$ cat config.mk
export PLATFORM = sky130hd
export DESIGN_NAME = visibility_bitmap_rle_decoder
export DESIGN_NICKNAME = d
export VERILOG_FILES = /design/src/vbrd_pkg.sv /design/src/vbrd_in_reg.sv /design/src/vbrd_decode.sv /design/src/visibility_bitmap_rle_decoder.sv
export SDC_FILE = /design/constraint.sdc
export NUM_CORES = 1
export LEC_CHECK = 0
export BUFFER_PORTS_ARGS = -buffer_cell sky130_fd_sc_hd__clkbuf_2
export CAP_MARGIN = 15
export CORE_MARGIN = 1
export CORE_UTILIZATION = 35
export DETAILED_ROUTE_END_ITERATION = 6
export GPL_TIMING_DRIVEN = 1
export HOLD_SLACK_MARGIN = 0.02
export SLEW_MARGIN = 20
export SYNTH_ARGS = -nofsm -noshare
export SYNTH_HDL_FRONTEND = slang
export SYNTH_HIERARCHICAL = 1
export SYNTH_SLANG_ARGS = --single-unit
$ cat constraint.sdc
create_clock -name i_clk -period 8.8 [get_ports i_clk]
set_clock_uncertainty 0.05 [all_clocks]
set_input_delay 0.44 -clock i_clk [delete_from_list [all_inputs] [get_ports i_clk]]
set_output_delay 0.44 -clock i_clk [all_outputs]
set_load 0.01 [all_outputs]
$ cat src/vbrd_pkg.sv
// Shared types and constants for the visibility bitmap run-length decoder.
`timescale 1ns / 1ps
`default_nettype none
package vbrd_pkg;

    // Code byte layout
    localparam int CODE_W        = 8;
    localparam int SKIP_FLAG_BIT = 7;
    localparam int EXT_FLAG_BIT  = 6;
    localparam int SKIP_LOW_W    = 6;
    localparam int MASK_W        = 7;
    localparam int SPAN_W        = 3;
    // Widest skip amount: 14 skip bits plus one
    localparam int SKIP_AMT_W    = 15;

    // Stream framing flags of one transaction
    typedef struct packed {
        logic first;
        logic last;
    } t_flags;

    // Mask of the low span bits of a literal
    function automatic logic [MASK_W-1:0] span_mask(input logic [SPAN_W-1:0] span);
        logic [MASK_W:0] full;
        full = ((MASK_W+1)'(1) << span) - (MASK_W+1)'(1);
        return full[MASK_W-1:0];
    endfunction

endpackage
`default_nettype wire

$ cat src/vbrd_in_reg.sv
// Input register of the decoder: captures one code byte transaction.
`timescale 1ns / 1ps
`default_nettype none
module vbrd_in_reg #(
    parameter int AREA_INDEX_BITS = 16
) (
    input  wire logic                         i_clk,
    input  wire logic                         i_rst_n,
    input  wire logic                         i_valid,
    output logic                              o_stall,
    input  wire logic [vbrd_pkg::CODE_W-1:0]  i_code,
    input  wire logic [AREA_INDEX_BITS-1:0]   i_area,
    input  wire vbrd_pkg::t_flags             i_flags,
    input  wire logic                         i_take,
    output logic                              o_valid,
    output logic [vbrd_pkg::CODE_W-1:0]       o_code,
    output logic [AREA_INDEX_BITS-1:0]        o_area,
    output vbrd_pkg::t_flags                  o_flags
);
    import vbrd_pkg::*;

    logic                       r_valid;
    logic [CODE_W-1:0]          r_code;
    logic [AREA_INDEX_BITS-1:0] r_area;
    t_flags                     r_flags;
    logic                       load;

    // Hold while the decode stage cannot take the stored transaction
    assign o_stall = r_valid && !i_take;
    assign load    = i_valid && !o_stall;

    // Track occupancy
    always_ff @(posedge i_clk) begin
        if (!i_rst_n) begin
            r_valid <= 1'b0;
        end else if (load) begin
            r_valid <= 1'b1;
        end else if (i_take) begin
            r_valid <= 1'b0;
        end
    end

    // Capture payload
    always_ff @(posedge i_clk) begin
        if (load) begin
            r_code  <= i_code;
            r_area  <= i_area;
            r_flags <= i_flags;
        end
    end

    assign o_valid = r_valid;
    assign o_code  = r_code;
    assign o_area  = r_area;
    assign o_flags = r_flags;

endmodule
`default_nettype wire

$ cat src/vbrd_decode.sv
// Decode stage: stream state, run-length decode and result register.
`timescale 1ns / 1ps
`default_nettype none
module vbrd_decode #(
    parameter int AREA_INDEX_BITS = 16
) (
    input  wire logic                         i_clk,
    input  wire logic                         i_rst_n,
    input  wire logic                         i_cfg_valid,
    input  wire logic [AREA_INDEX_BITS-1:0]   i_cfg_data,
    input  wire logic                         i_valid,
    output logic                              o_take,
    input  wire logic [vbrd_pkg::CODE_W-1:0]  i_code,
    input  wire logic [AREA_INDEX_BITS-1:0]   i_area,
    input  wire vbrd_pkg::t_flags             i_flags,
    output logic                              o_valid,
    input  wire logic                         i_stall,
    output logic [AREA_INDEX_BITS-1:0]        o_base_area,
    output logic [vbrd_pkg::MASK_W-1:0]       o_visible_mask,
    output logic                              o_done_res
);
    import vbrd_pkg::*;

    localparam int AW = AREA_INDEX_BITS;
    localparam int CW = (AW > SKIP_AMT_W) ? AW : SKIP_AMT_W;

    // Configuration and stream state
    logic [AW-1:0]         r_num_areas;
    logic [AW-1:0]         r_position,  n_position;
    logic                  r_ext,       n_ext;
    logic [SKIP_LOW_W-1:0] r_skip_low,  n_skip_low;
    logic                  r_disabled,  n_disabled;

    // Result register
    logic                  r_out_valid;
    logic [AW-1:0]         r_base;
    logic [MASK_W-1:0]     r_mask;
    logic                  r_done;
    logic [MASK_W-1:0]     n_mask;
    logic                  n_done;

    // Advance the decode stage when the result register is free or draining
    assign o_take = i_valid && (!r_out_valid || !i_stall);

    // Decode one code byte
    always_comb begin
        logic [AW-1:0]         pos;
        logic                  ext;
        logic [SKIP_LOW_W-1:0] low;
        logic                  dis;
        logic [AW-1:0]         room;
        logic [CW-1:0]         amount;
        logic [CW-1:0]         room_x;
        logic [CW-1:0]         step;
        logic [SPAN_W-1:0]     span;
        logic                  do_adv;

        pos    = r_position;
        ext    = r_ext;
        low    = r_skip_low;
        dis    = r_disabled;
        if (i_flags.first) begin
            pos = '0;
            ext = 1'b0;
            low = '0;
            dis = !((i_area != '0) && (i_area < r_num_areas));
        end

        room   = (pos < r_num_areas) ? (r_num_areas - pos) : '0;
        room_x = CW'(room);
        span   = (room < AW'(MASK_W)) ? room[SPAN_W-1:0] : SPAN_W'(MASK_W);
        amount = '0;
        do_adv = 1'b0;
        n_mask = '0;
        n_done = 1'b1;

        if (!dis) begin
            priority if (ext) begin
                // Extension byte holds skip bits 6..13
                ext    = 1'b0;
                amount = CW'({i_code, low}) + CW'(1);
                do_adv = 1'b1;
            end else if (pos >= r_num_areas) begin
                // Past the end: empty mask
                do_adv = 1'b0;
            end else if (i_code[SKIP_FLAG_BIT]) begin
                if (i_code[EXT_FLAG_BIT] && !i_flags.last) begin
                    low = i_code[SKIP_LOW_W-1:0];
                    ext = 1'b1;
                end else begin
                    amount = CW'(i_code[SKIP_LOW_W-1:0]) + CW'(1);
                    do_adv = 1'b1;
                end
            end else begin
                // Literal: drop bits at or beyond the area count
                n_mask = i_code[MASK_W-1:0] & span_mask(span);
                amount = CW'(span);
                do_adv = 1'b1;
            end
        end

        // Saturate the advance at the area count
        step       = (amount > room_x) ? room_x : amount;
        n_position = do_adv ? (pos + step[AW-1:0]) : pos;
        if (!dis) begin
            n_done = i_flags.last || (n_position >= r_num_areas);
        end

        if (i_flags.last) begin
            dis = 1'b1;
            ext = 1'b0;
        end
        n_ext      = ext;
        n_skip_low = low;
        n_disabled = dis;
    end

    // Configuration register
    always_ff @(posedge i_clk) begin
        if (!i_rst_n) begin
            r_num_areas <= '0;
        end else if (i_cfg_valid) begin
            r_num_areas <= i_cfg_data;
        end
    end

    // Stream state update on each decoded transaction
    always_ff @(posedge i_clk) begin
        if (!i_rst_n) begin
            r_position <= '0;
            r_ext      <= 1'b0;
            r_skip_low <= '0;
            r_disabled <= 1'b0;
        end else if (o_take) begin
            r_position <= n_position;
            r_ext      <= n_ext;
            r_skip_low <= n_skip_low;
            r_disabled <= n_disabled;
        end
    end

    // Result valid
    always_ff @(posedge i_clk) begin
        if (!i_rst_n) begin
            r_out_valid <= 1'b0;
        end else if (o_take) begin
            r_out_valid <= 1'b1;
        end else if (!i_stall) begin
            r_out_valid <= 1'b0;
        end
    end

    // Result payload; base is the position before the byte applies
    always_ff @(posedge i_clk) begin
        if (o_take) begin
            r_base <= i_flags.first ? '0 : r_position;
            r_mask <= n_mask;
            r_done <= n_done;
        end
    end

    assign o_valid        = r_out_valid;
    assign o_base_area    = r_base;
    assign o_visible_mask = r_mask;
    assign o_done_res     = r_done;

endmodule
`default_nettype wire

$ cat src/visibility_bitmap_rle_decoder.sv
// Top level of the visibility bitmap run-length decoder.
//
//  Channel | Direction | Handshake              | Payload
//  --------+-----------+------------------------+-----------------------------------------
//  in      | input     | i_in_valid / o_in_stall| i_code_byte, i_area_number, i_first, i_last
//  out     | output    | o_out_valid / i_out_stall | o_base_area, o_visible_mask, o_done_res
//  cfg     | input     | i_cfg_valid / o_cfg_ready | i_cfg_data (num_areas)
//
// One code byte is accepted per cycle while o_in_stall is low; a result passes from its
// transaction through the input register, then through decode into the result register.
// The single decode stage holds the adds, compares and mask logic.
// Reset is synchronous, active low, and clears the area count and stream state.
// A stall on the output holds the result register, then the input register, and
// only then raises o_in_stall.
`timescale 1ns / 1ps
`default_nettype none
module visibility_bitmap_rle_decoder #(
    parameter int AREA_INDEX_BITS = 16
) (
    input  wire logic                         i_clk,
    input  wire logic                         i_rst_n,
    input  wire logic                         i_cfg_valid,
    output logic                              o_cfg_ready,
    input  wire logic [AREA_INDEX_BITS-1:0]   i_cfg_data,
    input  wire logic                         i_in_valid,
    output logic                              o_in_stall,
    input  wire logic [vbrd_pkg::CODE_W-1:0]  i_code_byte,
    input  wire logic [AREA_INDEX_BITS-1:0]   i_area_number,
    input  wire logic                         i_first,
    input  wire logic                         i_last,
    output logic                              o_out_valid,
    input  wire logic                         i_out_stall,
    output logic [AREA_INDEX_BITS-1:0]        o_base_area,
    output logic [vbrd_pkg::MASK_W-1:0]       o_visible_mask,
    output logic                              o_done_res
);
    import vbrd_pkg::*;

    t_flags                     in_flags;
    t_flags                     st_flags;
    logic                       st_valid;
    logic                       st_take;
    logic [CODE_W-1:0]          st_code;
    logic [AREA_INDEX_BITS-1:0] st_area;

    assign in_flags.first = i_first;
    assign in_flags.last  = i_last;

    // The user must write configuration only while idle; the block does not enforce this and always takes it
    assign o_cfg_ready = 1'b1;

    vbrd_in_reg #(
        .AREA_INDEX_BITS(AREA_INDEX_BITS)
    ) u_in_reg (
        .i_clk   (i_clk),
        .i_rst_n (i_rst_n),
        .i_valid (i_in_valid),
        .o_stall (o_in_stall),
        .i_code  (i_code_byte),
        .i_area  (i_area_number),
        .i_flags (in_flags),
        .i_take  (st_take),
        .o_valid (st_valid),
        .o_code  (st_code),
        .o_area  (st_area),
        .o_flags (st_flags)
    );

    vbrd_decode #(
        .AREA_INDEX_BITS(AREA_INDEX_BITS)
    ) u_decode (
        .i_clk          (i_clk),
        .i_rst_n        (i_rst_n),
        .i_cfg_valid    (i_cfg_valid),
        .i_cfg_data     (i_cfg_data),
        .i_valid        (st_valid),
        .o_take         (st_take),
        .i_code         (st_code),
        .i_area         (st_area),
        .i_flags        (st_flags),
        .o_valid        (o_out_valid),
        .i_stall        (i_out_stall),
        .o_base_area    (o_base_area),
        .o_visible_mask (o_visible_mask),
        .o_done_res     (o_done_res)
    );

endmodule
`default_nettype wire

Word-level counts from Yosys, hierarchy flattened
Index checks and enable logic that the tools add are counted.

word-level totals
  logic and storage cells = 78
  output and inout port bits = 27
  flip-flop bits (word level) = 92
  input port bits = 47

operators by class
  mux-type cells = 34
  reductions and logical operators = 16
  $add $sub $neg = 5
  eq/ne operators = 1
  shifts and indexed selects = 1
  bitwise logic cells = 1
  magnitude comparators = 6

operators with widths
  cell                                                 number
  2-to-1 mux 16 bit                                    9
  2-to-1 mux 6 bit                                     6
  >= comparator 16 bit                                 2
  < comparator 16 bit                                  2
  2-to-1 mux 1 bit                                     18
  adder 16 bit                                         1
  > comparator 16 bit                                  1
  < comparator 16 x 3 -> 1 bit, second input constant  1
  nonzero test 16 bit                                  1
  subtractor 16 bit                                    1
  adder 14 x 1 -> 15 bit, second input constant        1
  adder 6 x 1 -> 7 bit, second input constant          1
  bitwise AND 7 bit                                    1
  left shift 1 x 3 -> 7 bit, first input constant      1
  subtractor 7 x 2 -> 7 bit, second input constant     1
  logical NOT 1 bit                                    6
  logical AND 1 bit                                    5
  OR reduction 4 bit                                   1
  2-to-1 mux 3 bit                                     1
  logical OR 1 bit                                     2
  != test 2 x 1 -> 1 bit, second input constant        1
  nonzero test 2 bit                                   1

Logic depth before layout (Yosys ltp)
  depth after elaboration = 15
  gate-level depth with buffers = 44

Hierarchy
The synthesis kept the hierarchy.

by module, submodules not included
  module                         times used  cells each  area an instance (sq um)  sequential area each (sq um)
  vbrd_decode                    1           726         5977.0                    1541.5
  vbrd_in_reg                    1           30          828.3                     800.8
  visibility_bitmap_rle_decoder  1           2           11.3                      0.0

Worst setup path before layout
Ideal clock, no wire load.

  path kind = register -> register
  start = register u_in_reg.r_flags (netlist bit u_in_reg/o_flags[1])
  end = register u_decode.r_done (netlist: u_decode/o_done_res) (data pin)
  data arrival time = 7805 ps
  stages on the path, launching flop included = 42
  setup time = 279 ps
  path buffers = 5
  required time = 8471 ps
  setup slack = 666 ps
  cells stage by stage = edfxtp_1 -> clkbuf_1 -> clkbuf_1 -> nand2b_1 -> ha_1 -> buf_6 -> a211oi_4 -> o21bai_2 -> o211a_4 -> o41ai_4 -> mux2i_1 -> or3_1 -> or3_1 -> buf_6 -> o21ai_0 -> nand2_1 -> ha_1 -> nor2b_1 -> [... 6 more ...] -> clkbuf_1 -> o31a_1 -> ha_1 -> inv_1 -> fa_1 -> nor2b_1 -> o21a_1 -> o21ai_0 -> a211o_1 -> nor4_1 -> nor2_1 -> a21oi_1 -> xnor2_1 -> mux2i_1 -> ha_1 -> a21o_1 -> a211oi_1 -> o311ai_0

between the ends
  longest elaborated chain between the ends = 15

RTL lines
  what                                                             line                text
  start: declaration                                               vbrd_in_reg.sv:25   t_flags r_flags;
  start signal: assignment                                         vbrd_in_reg.sv:48   r_flags <= i_flags;
  2-to-1 mux 16 bit                                                -
  subtractor 16 bit / < comparator 16 bit (equally long branches)  vbrd_decode.sv:69   room = (pos < r_num_areas) ? (r_num_areas - pos) : '0;
  2-to-1 mux 16 bit                                                vbrd_decode.sv:69
  < comparator 16 x 3 -> 1 bit                                     vbrd_decode.sv:71   span = (room < AW'(MASK_W)) ? room[SPAN_W-1:0] : SPAN_W'(MASK_W);
  2-to-1 mux 3 bit                                                 vbrd_decode.sv:71
  2-to-1 mux 16 bit                                                vbrd_decode.sv:86   end else if (i_code[SKIP_FLAG_BIT]) begin
  2-to-1 mux 16 bit                                                vbrd_decode.sv:83   end else if (pos >= r_num_areas) begin
  2-to-1 mux 16 bit                                                vbrd_decode.sv:78   priority if (ext) begin
  2-to-1 mux 16 bit                                                vbrd_decode.sv:77   if (!dis) begin
  > comparator 16 bit                                              vbrd_decode.sv:103  step = (amount > room_x) ? room_x : amount;
  2-to-1 mux 16 bit                                                vbrd_decode.sv:103
  adder 16 bit                                                     vbrd_decode.sv:104  n_position = do_adv ? (pos + step[AW-1:0]) : pos;
  2-to-1 mux 16 bit *                                              vbrd_decode.sv:104
  via u_decode.n_position[14]                                      vbrd_decode.sv:29   logic [AW-1:0] r_position, n_position;
  >= comparator 16 bit *                                           vbrd_decode.sv:106  n_done = i_flags.last || (n_position >= r_num_areas);
  logical OR 1 bit *                                               vbrd_decode.sv:106
  end signal: assignment                                           vbrd_decode.sv:158  r_done <= n_done;
  end: declaration                                                 vbrd_decode.sv:38   logic r_done;

The timed path passes the listed nets; every way through them passes the cells marked *.
A chain may end at the register's enable or synchronous reset.

Worst setup path after layout
Ends and elaborated chain as after synthesis.

==> results_tabular.tex <==
\begin{tabular}{lr}
\hline
Metric & Value \\
\hline
\multicolumn{2}{l}{\textbf{Outcome}} \\
Run status & finished, final reports clean \\
\multicolumn{2}{l}{\textbf{Synthesis}} \\
Synth Area per Inst & about 9 µm² \\
Most instantiated flip-flop cell in the synthesis netlist & sky130\_fd\_sc\_hd\_\_edfxtp\_1 \\
Syn Nets & between 800 and 900 \\
Netlist area before placement & slightly below 0.007 mm² \\
Count of different cell masters after synthesis & 68 \\
Total of warnings raised by yosys & 6 \\
Instance count of the mapped netlist & between 700 and 800 \\
Async set or reset register ratio after synthesis & 0\% \\
Post-synth EDFFs & 50 \\
Sequential cell area fraction in the yosys report & 34.4\% \\
Number of flip-flops and latches in the synthesized netlist & slightly above 90 \\
\multicolumn{2}{l}{\textbf{Detailed routing}} \\
Vias per cell & between 5 and 6 \\
Total wirelength of the detailed-routed design & around 18000 µm \\
Final antenna-violating net count & 0 \\
Drt wl/cell & approximately 17 µm \\
Via total after detailed routing & $\sim$5700 \\
Number of DRC violations after detailed routing & 0 \\
1st-pass router iterations & 5 \\
Initial DRC Count & around 260 \\
\multicolumn{2}{l}{\textbf{Placement}} \\
Weighted congestion at the end of routability-driven global placement & roughly 0.9 \\
Port bufs & roughly 70 \\
Estimated wirelength of the detail-placed design & roughly 14000 µm \\
Total cell area at the placement stage & 0.00746 mm² \\
\multicolumn{2}{l}{\textbf{Clocking}} \\
Clock tree root driver cell & sky130\_fd\_sc\_hd\_\_clkbuf\_16 \\
Max Buffers Root-to-Sink & 2 \\
TritonCTS clock tree & done \\
Clock network latency to the later pin of the worst-skew pair & about 360 ps \\
Number of CTS-inserted buffers & 9 \\
Worst-path clk slew & about 70 ps \\
H-tree level count & 3 \\
CTS sink cnt & 92 \\
\multicolumn{2}{l}{\textbf{Global routing}} \\
Number of global-route vias before repair & between 5000 and 6000 \\
Total grt overflow & 0 \\
Maximum number of pins on one net before global-route repair & 44 \\
Global router's overall resource usage & 19.1\% \\
First-pass GRT wire length & 29300 µm \\
Antenna violations before repair & 0 \\
\multicolumn{2}{l}{\textbf{Setup path}} \\
Number of cell instances on the worst register-to-register path & 39 \\
Critical Path End & u\_decode/o\_done\_res \\
Worst reg-to-reg setup slack & 460 ps \\
CP Data Required Time & 8800 ps \\
Critical path endpoint category & register \\
Launch point of the critical path & u\_in\_reg/o\_flags[1] \\
Start-to-end type of the worst setup path & reg -> reg \\
Startpoint type of the worst setup path & register \\
Maximum fanout count along the critical path & 17 \\
Endpoint of the worst-slack reg-to-reg timing path & u\_decode/o\_done\_res \\
Cell with the largest stage delay on the worst path & sky130\_fd\_sc\_hd\_\_edfxtp\_1 \\
Worst endpoint data arrival time & around 8300 ps \\
Delay of the slowest critical-path stage & 550 ps \\
FF-to-FF Start & u\_in\_reg/o\_flags[1] \\
\multicolumn{2}{l}{\textbf{Floorplan}} \\
Die boundary width & $\sim$140 µm \\
I/O pin total & 74 \\
Die extent in y & roughly 140 µm \\
Starting density of the core & 36.1\% \\
Row Count & 50 \\
Placeable core region & about 0.019 mm² \\
Die Footprint & 0.0200 mm² \\
\multicolumn{2}{l}{\textbf{Timing}} \\
Min Tclk post-route & 8340 ps \\
Top achievable clock speed & about 120 MHz \\
Total negative setup slack & 0 ps \\
Number of hold-slack violations in the final timing report & 0 \\
Period utilisation layout & between 90\% and 100\% \\
Final setup vio count & 0 \\
Tightest Pin Transition & about 1100 ps \\
Setup repair after global routing missed its margin & no \\
Slew Viols, Final & 0 \\
Max transition margin & 29.5\% \\
\multicolumn{2}{l}{\textbf{Power and ir drop}} \\
Leakage power summed over all cells & roughly 3.4 nW \\
Power density over the cells & about 160 mW/mm² \\
Worst vdd ir & a little over 0.0001 V \\
\multicolumn{2}{l}{\textbf{Worst hold path}} \\
HP Class & in -> reg \\
\multicolumn{2}{l}{\textbf{Layout}} \\
Fraction of final layout cells sized beyond drive strength 1 & 15.7\% \\
Post-synthesis to final-layout area growth & 15.1\% \\
Most common cell after layout, fill and taps aside & sky130\_fd\_sc\_hd\_\_ha\_1 \\
Most used cells in the layout excluding fill and tap cells & sky130\_fd\_sc\_hd\_\_ha\_1 (76), sky130\_fd\_sc\_hd\_\_clkbuf\_2 (72), sky130\_fd\_sc\_hd\_\_nor2\_1 (62), sky130\_fd\_sc\_hd\_\_nand2\_1 (57) \\
Final layout net count & roughly 960 \\
Antenna diode instance count & 0 \\
Final std cell area, no fill & 0.00784 mm² \\
\multicolumn{2}{l}{\textbf{Job}} \\
\# Max-Cap Violations & 0 \\
\hline
\end{tabular}
cell families after synthesis:
| group | synth area share [%] |
|---|---|
| other | 0.0550 |
| XOR/XNOR | 4.88 |
| AND/OR/NAND/NOR | 19.5 |
| buffers and inverters | 4.57 |
| AO/OA/AOI/OAI | 18.0 |
| flip-flops | 34.4 |
| multiplexers | 3.52 |
| adder cells (fa/ha/maj) | 15.1 |
area by class of cell:
cell class | count | area, µm²
Fill cell | 1948 | 11000
Multi-Input combinational cell | 589 | 4230
Sequential cell | 92 | 2340
Timing Repair Buffer | 84 | 454
Tap cell | 260 | 325
Clock buffer | 9 | 225
Inverter | 51 | 191
Clock inverter | 7 | 73.8
state kept, by name, indices dropped and copies added, names as in the netlist:
name                     cells
u_decode/r_skip_low          6
u_decode/o_visible_mask      7
u_decode/o_done_res          1
u_decode/r_disabled          1
u_decode/r_ext               1
u_decode/o_base_area        16
u_decode/r_position         16
u_in_reg/o_code              8
u_in_reg/o_area             16
u_in_reg/o_valid             1
u_in_reg/o_flags             2
u_decode/o_valid             1
u_decode/r_num_areas        16
how the worst min path moves through the flow:
| stage | from | to | slack [ps] | depth (start not counted) |
|---|---|---|---|---|
| 2_1_floorplan | u_decode/r_position[13] | u_decode/r_position[13] | 400 | 2 |
| 3_3_place_gp | u_decode/r_ext | u_decode/r_ext | 410 | 2 |
| 3_5_place_dp | u_decode/r_ext | u_decode/r_ext | 420 | 2 |
| 4_1_cts | i_area_number[6] | u_in_reg/o_area[6] | 190 | 1 |
| 5_1_grt | i_area_number[6] | u_in_reg/o_area[6] | 190 | 1 |
| 6_report | i_area_number[6] | u_in_reg/o_area[6] | 200 | 1 |
repair_timing:
action,in CTS,in global routing
hold endpoints to repair,0,0
hold buffers,0,0
resized for setup,0,18
endpoints found under the setup margin,0,1
setup buffers,0,2
per-layer routing:
| metal | track usage (%) | routed length [µm] | up-vias |
|---|---|---|---|
| met5 | 0 | 0 | - |
| met4 | 8.21 | 486 | 0 |
| met3 | 2.43 | 534 | 25 |
| met2 | 30.6 | 8380 | 102 |
| met1 | 25.7 | 8920 | 2708 |
| li1 | - | - | 2880 |
per-stage QoR:
stage	hold slack [ps]	std cells	utilization (%)	power (mW)	setup slack [ps]
global placement	409	1074	39.5	0.883	319
detailed placement	417	1074	39.5	0.882	126
global route	193	1092	41.5	1.35	1.81
floorplan	395	758	-	0.771	666
finish	204	1092	41.5	1.28	464
CTS	193	1090	41.1	1.28	86.8
where the power goes:
part	internal (mW)	switching [mW]	total [mW]
clock network	0.222	0.173	0.394
logic	0.153	0.231	0.384
registers	0.481	0.0196	0.501
total	0.855	0.423	1.28
worst max-delay path: cells and delay by family (launching register included):
family	cells	cell delay (ps)
AO/OA/AOI/OAI	18	3370
adder cells (fa/ha/maj)	5	1410
multiplexers	2	290
XOR/XNOR	1	170
AND/OR/NAND/NOR	10	1760
flip-flops	1	550
buffers and inverters	3	440
Yosys cell counts (4+ instances only):
master                      n  area (µm²)
sky130_fd_sc_hd__a211oi_1   7        52.6
sky130_fd_sc_hd__a21o_1    13        97.6
sky130_fd_sc_hd__a21oi_1   49         245
sky130_fd_sc_hd__a31oi_1    4        25.0
sky130_fd_sc_hd__a32o_1     6        60.1
sky130_fd_sc_hd__and3_1     4        25.0
sky130_fd_sc_hd__buf_1      4        15.0
sky130_fd_sc_hd__clkbuf_1  18        67.6
sky130_fd_sc_hd__dfxtp_1   42         841
sky130_fd_sc_hd__edfxtp_1  50        1500
sky130_fd_sc_hd__ha_1      79         988
sky130_fd_sc_hd__inv_1     50         188
sky130_fd_sc_hd__mux2i_1   24         240
sky130_fd_sc_hd__nand2_1   57         214
sky130_fd_sc_hd__nand2b_1  43         269
sky130_fd_sc_hd__nand3_1   17        85.1
sky130_fd_sc_hd__nand3b_1   4        30.0
sky130_fd_sc_hd__nand4_1   13        81.3
sky130_fd_sc_hd__nor2_1    62         233
sky130_fd_sc_hd__nor2b_1   12        75.1
sky130_fd_sc_hd__nor3_1    18        90.1
sky130_fd_sc_hd__nor4_1     8        50.1
sky130_fd_sc_hd__o211a_1    6        60.1
sky130_fd_sc_hd__o211ai_1   4        30.0
sky130_fd_sc_hd__o21a_1     4        30.0
sky130_fd_sc_hd__o21ai_0   51         255
sky130_fd_sc_hd__or2_2      5        31.3
sky130_fd_sc_hd__or3_1      5        31.3
sky130_fd_sc_hd__xnor2_1   25         219
sky130_fd_sc_hd__xor2_1    13         114
Note: power is estimated with default switching activity, not from simulation.
